[src/sv/set_assoc_cache_matrix_lru_top_macros.svh]
// ----------------------------------------------------------------------------
// set_assoc_cache_matrix_lru_top_macros.svh
// assertion macros for the set associative cache lookup
// ----------------------------------------------------------------------------
`ifndef SET_ASSOC_CACHE_MATRIX_LRU_TOP_MACROS_SVH
`define SET_ASSOC_CACHE_MATRIX_LRU_TOP_MACROS_SVH

`ifndef SYNTHESIS
`define SALRU_ASSERT(lbl, clk, rstn, prop) \
  lbl: assert property (@(posedge clk) disable iff (!(rstn)) (prop)) \
    else $error("salru assertion failed");
`define SALRU_ASSERT_NEXT(lbl, clk, rstn, pre, post) \
  lbl: assert property (@(posedge clk) disable iff (!(rstn)) (pre) |=> (post)) \
    else $error("salru assertion failed");
`else
`define SALRU_ASSERT(lbl, clk, rstn, prop)
`define SALRU_ASSERT_NEXT(lbl, clk, rstn, pre, post)
`endif

`endif

[src/sv/salru_ram.sv]
// ----------------------------------------------------------------------------
// salru_ram
// single port synchronous ram with registered read data
// ----------------------------------------------------------------------------
module salru_ram #(
  parameter int Width = 8,
  parameter int Depth = 16,
  localparam int AddrW = (Depth > 1) ? $clog2(Depth) : 1
) (
  input  logic             clk_i,
  input  logic             we_i,
  input  logic             re_i,
  input  logic [AddrW-1:0] addr_i,
  input  logic [Width-1:0] wdata_i,
  output logic [Width-1:0] rdata_o
);

  logic [Width-1:0] mem_q [Depth];
  logic [Width-1:0] rdata_q;

  always_ff @(posedge clk_i) begin
    if (we_i) begin
      mem_q[addr_i] <= wdata_i;
    end
    if (re_i) begin
      rdata_q <= mem_q[addr_i];
    end
  end

  assign rdata_o = rdata_q;

endmodule

[config.mk]
export PLATFORM = sky130hd
export DESIGN_NAME = salru_ram
export DESIGN_NICKNAME = d
export VERILOG_FILES = /design/src/sv/set_assoc_cache_matrix_lru_top_macros.svh /design/src/sv/salru_ram.sv
export SDC_FILE = /design/constraint.sdc
export NUM_CORES = 1
export LEC_CHECK = 0
export ABC_AREA = 1
export BUFFER_PORTS_ARGS = -buffer_cell sky130_fd_sc_hd__buf_2
export CORE_MARGIN = 10
export CORE_UTILIZATION = 35
export DETAILED_ROUTE_END_ITERATION = 8
export PLACE_DENSITY = 0.61
export REMOVE_ABC_BUFFERS = 1
export SLEW_MARGIN = 20
export SYNTH_ARGS = -nofsm -noshare
export SYNTH_HDL_FRONTEND = slang
export SYNTH_SLANG_ARGS = --single-unit
[constraint.sdc]
create_clock -name clk_i -period 4.02 [get_ports clk_i]
set_input_delay 1.206 -clock clk_i [delete_from_list [all_inputs] [get_ports clk_i]]
set_output_delay 1.206 -clock clk_i [all_outputs]
set_load 0.005 [all_outputs]
==> impl_metrics.py, run 1 <==
metrics = {
    "run_status": {
        "status": "complete, no violations",
    },
    "worst_setup_path": {
        "reg2reg_to": "rdata_o[2]",
        "rr_worst_depth": 8,
        "cp-startpoint": "addr_i[0]",
        "worst-endpoint-arrival_ns": 2.76,
        "crit_path_max_fanout": 20,
        "regToRegSetupSlack_ns": 2.90,
        "crit_path_end_kind": "flop",
        "worstSetupPathType": "in -> reg",
        "crit_path_start_kind": "primary input",
        "crit_required_ns": 4.05,
        "crit-reg2reg-launch": "mem_q[4][2]",
    },
    "yosys": {
        "ys_ff_latch": 136,
        "yosysUniqueCellTypes": 10,
        "synth_adder_area_share_pct": 0,
        "synth_cells": 548,
        "synth_top_family_by_area": "simple AND/OR/NAND/NOR gates",
        "synth_mux_area_share_pct": 0,
        "synth_compound_area_share_pct": 0,
        "avgSynthCellArea_sq_um": 10.4,
        "synthSimpleGateAreaFrac_pct": 24.4,
        "synth_xor_area_share_pct": 0,
        "ys_seq_area_share_pct": 72.0,
        "netlist_area_sq_mm": 0.00567,
        "yosys_warnings": 0,
    },
    "floorplanning": {
        "fp.dieH_um": 147,
        "rows": 46,
        "fp.coreArea_sq_mm": 0.0159,
        "io_pins": 23,
        "die_w_um": 147,
        "die_area_sq_mm": 0.0217,
        "initial_utilization_pct": 35.7,
    },
    "timing": {
        "setup_viol": 0,
        "clock.fmax_ghz": 0.367,
        "fin_crit_sh_pct": 67.7,
        "fin_tns_setup_ns": 0,
        "relSlewSlack_pct": 38.8,
        "timing.final.max_slew_violations": 0,
        "fin_crit_ns": 2.72,
        "max_slew.worst_pin.slew_ns": 0.914,
        "rsz0062_at_grt": "false",
        "whs_ns": 0.792,
        "finalClockSkew_ns": 0.00809,
        "hold_viol_final": 0,
    },
    "grt": {
        "grt_pass1_wl_mm": 20.7,
        "grt_max_degree": 49,
        "antenna_found_initial": 0,
        "grt-ovfl-total": 0,
        "grt_util_all_layers_pct": 12.4,
        "grt_pass1_vias": 3626,
    },
    "route": {
        "drtIter0Drc": 359,
        "wl_mm": 13.0,
        "dr.pass1.iters": 6,
        "vias": 3711,
        "viasPerCell": 4.66,
        "ant_nets": 0,
        "wl_per_cell_um": 16.4,
        "drc": 0,
    },
    "cells_and_area": {
        "antennaDiodeCount": 0,
        "mostFrequentLayoutCells": "nand2_1, edfxtp_1, buf_2",
        "final_common_cell": "nand2_1",
        "nets": 586,
        "areaGrowthSynthToFinish_pct": 13.4,
        "fin_cells": 796,
        "multiInputGateArea_sq_mm": 0.00139,
        "layout.area.seq_sq_mm": 0.00408,
        "drive_above_1_share_pct": 7.93,
        "stdcell_area_sq_mm": 0.00643,
        "n_fill_cell": 1589,
    },
    "placement": {
        "dp_cells": 768,
        "hpwl_mm": 8.63,
        "place_congestion": 0.894,
        "placed_area_sq_mm": 0.00596,
        "portBuffers": 22,
    },
    "power_and_ir_drop": {
        "power.leakage_nw": 2.68,
        "powerDensity_mw_per_mm2": 478,
        "ir_drop_v": 0.000316,
    },
    "clock_tree": {
        "clock_latency_ns": 0.41,
        "numClockSinks": 136,
        "root_buffer": "clkbuf_16",
        "clk_pin_slew_ns": 0.05,
        "postCtsSetupBuffers": 0,
        "cts_made_buffers": 17,
        "postCtsHoldBufs": 0,
        "clockBufferDepth": 2,
        "ctsHtreeMaxLevel": 4,
        "cts_resized": 0,
        "cts_tree": "built",
    },
    "hold_path": {
        "hold-path-endpoint": "rdata_o[6]",
        "min_from": "mem_q[10][6]",
        "hold_depth": 8,
        "min_path_type": "reg -> reg",
    },
    "job": {
        "max-cap-violations": 0,
    },
}
## per-stage QoR
stage / power, mW / setup slack (ns) / util [%]
floorplan: 1.73 / 1.25 / -
global placement: 1.82 / 0.858 / 37.5
detailed placement: 1.82 / 0.879 / 37.5
CTS: 3.10 / 1.31 / 40.5
global route: 3.20 / 1.16 / 40.5
finish: 3.07 / 1.30 / 40.5
## cells in the mapped netlist (all sizes together)
| library cell | number | share of area (%) |
|---|---|---|
| nand2 | 346 | 23 |
| buf | 18 | 1.9 |
| clkinv | 1 | 0.066 |
| inv | 22 | 1.5 |
| clkbuf | 3 | 0.20 |
| edfxtp | 136 | 72 |
| nand3 | 4 | 0.35 |
| nor2 | 18 | 1.2 |
## layer usage
layer	wire [um]	track usage, %	vias to the layer above
li1	-	-	1801
met1	6490	17.6	1767
met2	5560	17.9	129
met3	808	3.65	14
met4	182	3.82	0
met5	0	0	-
## sequential cells by signal, summed over array words and instances (netlist names)
register and count:
mem_q 128, rdata_o 8
## report_power, final
part	total [mW]	internal (mW)	switching, mW
registers	1.61	1.60	0.0105
logic	0.183	0.0464	0.137
clock network	1.28	0.763	0.518
total	3.07	2.41	0.665
## area by class of cell
type	count	share of cell area (%)
sequential	136	63.5
timing repair buffer	25	2.06
inverter	23	1.34
multi-input combinational	368	21.5
tap	216	4.20
clock buffer	22	6.90
clock inverter	6	0.486
## worst max-delay path, cell delays in order
cell and delay [ns]:
buf_2 0.23, inv_2 0.32, nand3_1 0.23, nor2_1 0.74
## kinds of logic after synthesis
group	Yosys count
AND/OR/NAND/NOR	368
flip-flops	136
buffers and inverters	44
## worst max-delay path by stage
| stage | to | slack (ns) |
|---|---|---|
| floorplan | mem_q[6][0] | 1.25 |
| global placement | mem_q[12][5] | 0.86 |
| detailed placement | mem_q[6][0] | 0.88 |
| CTS | mem_q[14][1] | 1.31 |
| global route | rdata_o[4] | 1.16 |
| finish | mem_q[12][1] | 1.30 |
(Power assumes the default switching activity.)
==> inputs of run 2 (changes only) <==
Settings changed: PLACE_DENSITY 0.61 to 0.63.
Clock period 4.02 ns to 2.5 ns, I/O delays scaled along.
==> run 2 against run 1 <==
Effect of this change:
- global-route usage is 0.51 points lower
- total power rose by 69%
- clock skew shrank 0.0032 ns
- combinational power increased by 68%
- clock power up 80%
- cell count rose by 3.5%
- hold slack got worse by 0.084 ns
- register-to-register slack got worse by 1.6 ns
- critical path depth grew 5
- die area unchanged
- cell area up 3.9%
- worst setup slack worse by 0.57 ns
- critical path type unchanged
==> impl_metrics.py, run 2 (synthesis gave the netlist of run 1 again) <==
metrics = {
    "timing": {
        "relSlewSlack_pct": 71.2,
        "hold_viol_final": 0,
        "clock.fmax_ghz": 0.563,
        "max_slew.worst_pin.slew_ns": 0.432,
        "finalClockSkew_ns": 0.00486,
        "worst_slack_ns": 0.725,
        "fin_tns_setup_ns": 0,
        "fin_crit_ns": 1.78,
        "setup_viol": 0,
        "fin_crit_sh_pct": 71.0,
        "rsz0062_at_grt": "false",
        "timing.final.max_slew_violations": 0,
    },
    "placement": {
        "hpwl_mm": 8.19,
        "place_congestion": 0.857,
        "portBuffers": 22,
        "dpl_worst_slack_ns": 0.334,
        "dp_cells": 792,
    },
    "cells_and_area": {
        "top_register": "mem_q",
        "drive_above_1_share_pct": 12.0,
        "mostFrequentLayoutCells": "nand2_1, edfxtp_1, buf_4",
        "post-route-util_pct": 42.1,
        "fin_cells": 824,
        "nets": 610,
        "areaGrowthSynthToFinish_pct": 17.8,
        "largest_reg_flops": 128,
        "n_fill_cell": 1542,
        "antennaDiodeCount": 0,
        "final_common_cell": "nand2_1",
    },
    "floorplanning": {
        "die_w_um": 147,
        "initial_utilization_pct": 35.7,
        "rows": 46,
        "fp.dieH_um": 147,
        "io_pins": 23,
        "fp.coreArea_sq_mm": 0.0159,
        "die_area_sq_mm": 0.0217,
    },
    "clock_tree": {
        "ctsHtreeMaxLevel": 4,
        "numClockSinks": 136,
        "clock_latency_ns": 0.41,
        "postCtsHoldBufs": 0,
        "clk_pin_slew_ns": 0.06,
        "clockBufferDepth": 2,
        "cts_made_buffers": 17,
        "cts_tree": "built",
        "root_buffer": "clkbuf_16",
        "cts_resized": 0,
        "postCtsSetupBuffers": 0,
    },
    "hold_path": {
        "min_path_type": "in -> reg",
    },
    "grt": {
        "grt_pass1_vias": 3814,
        "grt_max_degree": 33,
        "grt_util_all_layers_pct": 11.9,
        "grt_pass1_wl_mm": 19.8,
        "grt-ovfl-total": 0,
        "antenna_found_initial": 0,
    },
    "route": {
        "dr_wl_met3_um": 619,
        "drc": 0,
        "wl_mm": 12.5,
        "wl_per_cell_um": 15.1,
        "viasPerCell": 4.56,
        "drtIter0Drc": 313,
        "ant_nets": 0,
        "vias": 3760,
        "wl_met1_mm": 5.65,
        "top_layer_used": "met4",
        "wl_met2_mm": 5.98,
        "dr.pass1.iters": 5,
    },
    "worst_setup_path": {
        "worst-endpoint-arrival_ns": 1.94,
        "crit_path_frequent_cell": "nand2_1",
        "crit_path_start_kind": "primary input",
        "crit_required_ns": 2.67,
        "critPathTopFamily": "buffers and inverters",
        "crit_path_end_kind": "flop",
        "cp_cell_sequence": "buf_2, clkinv_1, buf_4, nand2_1, nand2_1, nand2_1, nand2_1, inv_1, nand2_1",
        "worstSetupPathType": "in -> reg",
        "cp_num_buf_inv": 4,
        "crit_path_max_fanout": 20,
        "critical_path.slowest_cell": "buf_2",
        "max_stage_delay_ns": 0.32,
    },
    "job": {
        "max-cap-violations": 0,
    },
    "power_and_ir_drop": {
        "powerDensity_mw_per_mm2": 776,
        "power.leakage_nw": 2.84,
        "total_power_mw": 5.19,
        "ir_drop_v": 0.000452,
    },
    "run_status": {
        "status": "complete, no violations",
    },
}
-- run 2: metal layers --
metal  vias up  track usage [%]
met5         -                0
met4         0             4.96
li1       1856                -
met2        95             18.8
met3        18             3.26
met1      1791             15.1
-- run 2: worst reg2reg max path: cells and delay by family, from the launching register on --
family	cells	cell delay [ns]
buffers and inverters	1	0.12
flip-flops	1	0.36
AND/OR/NAND/NOR	7	0.45
-- run 2: worst paths after layout --
check                           slack [ns]        start  depth (start not counted)         end
worst max-delay path                  0.72    addr_i[1]                          9  rdata_o[6]
worst min-delay path                  0.71         re_i                          1  rdata_o[7]
worst min register to register        0.78  mem_q[8][6]                          8  rdata_o[6]
worst max register to register        1.33  mem_q[3][6]                          8  rdata_o[6]
-- run 2: final cells by class --
cell class | count | area [sq um] | share of cell area [%]
flip-flops and latches | 136 | 4080 | 61.1
multi-input cells | 368 | 1390 | 20.7
clock buffers | 19 | 433 | 6.48
repair buffers | 49 | 313 | 4.68
well taps | 216 | 270 | 4.04
clock inverters | 13 | 111 | 1.67
inverters | 23 | 86.3 | 1.29
-- run 2: power breakdown --
part           leakage, nW  switching (mW)  internal (mW)
logic                 1.35           0.219         0.0880
clock network        0.259           0.861           1.43
registers             1.24          0.0140           2.57
total                 2.84            1.09           4.09
-- run 2: stage by stage --
| step | instance area [sq um] | hold WS, ns |
|---|---|---|
| CTS | 6680 | 0.690 |
| finish | 6680 | 0.708 |
| detailed placement | 6140 | 0.774 |
| global route | 6680 | 0.700 |
| floorplan | 5560 | 0.718 |
| global placement | 6140 | 0.771 |
==> inputs of run 3 (changes only) <==
Settings changed: PLACE_DENSITY 0.63 to 0.61.
Clock period 2.5 ns to 1.7 ns, I/O delays scaled along.
==> run 3 against run 2 <==
Effect of this change:
- clock power grew 67%
- combinational power grew 59%
- cell area grew 2.1%
- hold slack lost 0.26 ns
- cell count grew 0.36%
- die area is the same
- clock skew grew 0.0013 ns
- largest cell class unchanged
- core utilization grew 0.90 points
- sequential cell count is the same
- sequential share of layout area shrank 1.3 points
==> impl_metrics.py, run 3 (synthesis gave the netlist of run 1 again) <==
metrics = {
    "floorplanning": {
        "fp.dieH_um": 147,
        "io_pins": 23,
        "fp.coreArea_sq_mm": 0.0159,
        "initial_utilization_pct": 35.7,
        "die_w_um": 147,
        "die_area_sq_mm": 0.0217,
        "rows": 46,
    },
    "route": {
        "viasPerCell": 4.66,
        "wl_met2_mm": 5.87,
        "dr.pass1.iters": 5,
        "top_layer_used": "met4",
        "drc": 0,
        "dr_wl_met3_um": 858,
        "wl_met1_mm": 6.58,
        "drtIter0Drc": 372,
        "ant_nets": 0,
        "wl_mm": 13.5,
        "vias": 3857,
        "wl_per_cell_um": 16.4,
    },
    "timing": {
        "clock.fmax_ghz": 0.667,
        "relSlewSlack_pct": 70.4,
        "fin_crit_ns": 1.50,
        "hold_viol_final": 0,
        "rsz0062_at_grt": "false",
        "max_slew.worst_pin.slew_ns": 0.444,
        "timing.final.max_slew_violations": 0,
        "fin_crit_sh_pct": 88.2,
        "setup_viol": 0,
        "finalClockSkew_ns": 0.00613,
    },
    "run_status": {
        "status": "complete, no violations",
    },
    "grt": {
        "grt_util_all_layers_pct": 12.8,
        "antenna_found_initial": 0,
        "grt-ovfl-total": 0,
        "grt_pass1_wl_mm": 21.0,
        "grt_pass1_vias": 3751,
        "grt_max_degree": 35,
    },
    "clock_tree": {
        "numClockSinks": 136,
        "ctsHtreeMaxLevel": 4,
        "postCtsHoldBufs": 0,
        "cts_resized": 0,
        "root_buffer": "clkbuf_16",
        "cts_tree": "built",
        "cts_made_buffers": 17,
        "clockBufferDepth": 2,
        "postCtsSetupBuffers": 0,
        "clk_pin_slew_ns": 0.06,
        "clock_latency_ns": 0.42,
    },
    "worst_setup_path": {
        "worstSetupPathType": "reg -> out",
        "cp_cell_sequence": "buf_2",
        "worst-endpoint-arrival_ns": 0.99,
        "crit_path_start_kind": "flop",
        "crit_path_max_fanout": 1,
        "crit_path_end_kind": "output port",
        "crit_required_ns": 1.19,
        "critical_path.slowest_cell": "edfxtp_1",
        "cp_num_buf_inv": 1,
        "max_stage_delay_ns": 0.41,
        "critPathTopFamily": "flip-flops",
    },
    "cells_and_area": {
        "drive_above_1_share_pct": 13.4,
        "fin_cells": 827,
        "n_fill_cell": 1540,
        "top_register": "mem_q",
        "stdcell_area_sq_mm": 0.00683,
        "largest_reg_flops": 128,
        "areaGrowthSynthToFinish_pct": 20.3,
        "antennaDiodeCount": 0,
        "mostFrequentLayoutCells": "nand2_1, edfxtp_1, buf_4",
        "nets": 615,
        "multiInputGateArea_sq_mm": 0.00139,
        "layout.area.seq_sq_mm": 0.00408,
        "final_common_cell": "nand2_1",
    },
    "power_and_ir_drop": {
        "p_int_mw": 6.48,
        "sw_frac_of_total_pct": 20.2,
        "ir_drop_v": 0.000707,
        "total_power_mw": 8.13,
        "p_seq_share_pct": 46.8,
        "pwr-share-clk_pct": 47.2,
        "powerDensity_mw_per_mm2": 1190,
        "switching_power_mw": 1.64,
        "power_frac_comb_pct": 6.0,
        "power.leakage_nw": 2.92,
    },
    "job": {
        "max-cap-violations": 0,
    },
    "hold_path": {
        "min_path_type": "in -> reg",
    },
    "placement": {
        "portBuffers": 22,
        "hpwl_mm": 8.82,
        "dp_cells": 797,
        "placed_area_sq_mm": 0.00621,
        "place_congestion": 0.894,
    },
}
run 3: changes by cell type in the layout (fill, tap and decap cells not counted):
cell,previous run,this run
bufinv_16,2,5
buf_4,27,29
clkbuf_1,2,1
buf_12,0,3
clkinvlp_4,2,0
clkinv_2,2,5
clkinv_1,8,3
run 3: path summary, 6_finish.rpt:
path         slack, ns    endpoint        start  depth (start not counted)
min reg2reg       0.79  rdata_o[3]  mem_q[0][3]                          8
min               0.45  rdata_o[2]         re_i                          1
max               0.20  rdata_o[5]   rdata_o[5]                          1
max reg2reg       0.57  rdata_o[4]  mem_q[3][4]                          8
run 3: power groups by stage:
stage | combinational, mW | sequential, mW | clock, mW
finish | 0.488 | 3.80 | 3.84
global route | 0.551 | 3.81 | 4.04
CTS | 0.490 | 3.80 | 3.91
detailed placement | 0.488 | 3.87 | 0
global placement | 0.483 | 3.87 | 0
floorplan | 0.215 | 3.87 | 0
run 3: layout make-up:
| cell class | instances | share of cell area (%) |
|---|---|---|
| clock buffers | 18 | 6.29 |
| clock inverters | 12 | 2.68 |
| inverters | 23 | 1.26 |
| multi-input cells | 368 | 20.3 |
| flip-flops and latches | 136 | 59.8 |
| well taps | 216 | 3.96 |
| repair buffers | 54 | 5.68 |
run 3: per-stage QoR:
stage	worst slack, ns	setup TNS (ns)	util (%)	hold WS (ns)
finish	0.201	0	43.0	0.448
CTS	0.189	0	43.0	0.430
global placement	-0.0815	-2.11	39.1	0.777
detailed placement	-0.0869	-2.37	39.1	0.776
global route	0.173	0	43.0	0.437
floorplan	-0.375	-28.23	-	0.609
run 3: routing by layer:
layer	vias up	track usage, %
met5	-	0
li1	1862	-
met3	19	3.65
met2	121	17.9
met1	1855	18.1
met4	0	5.55
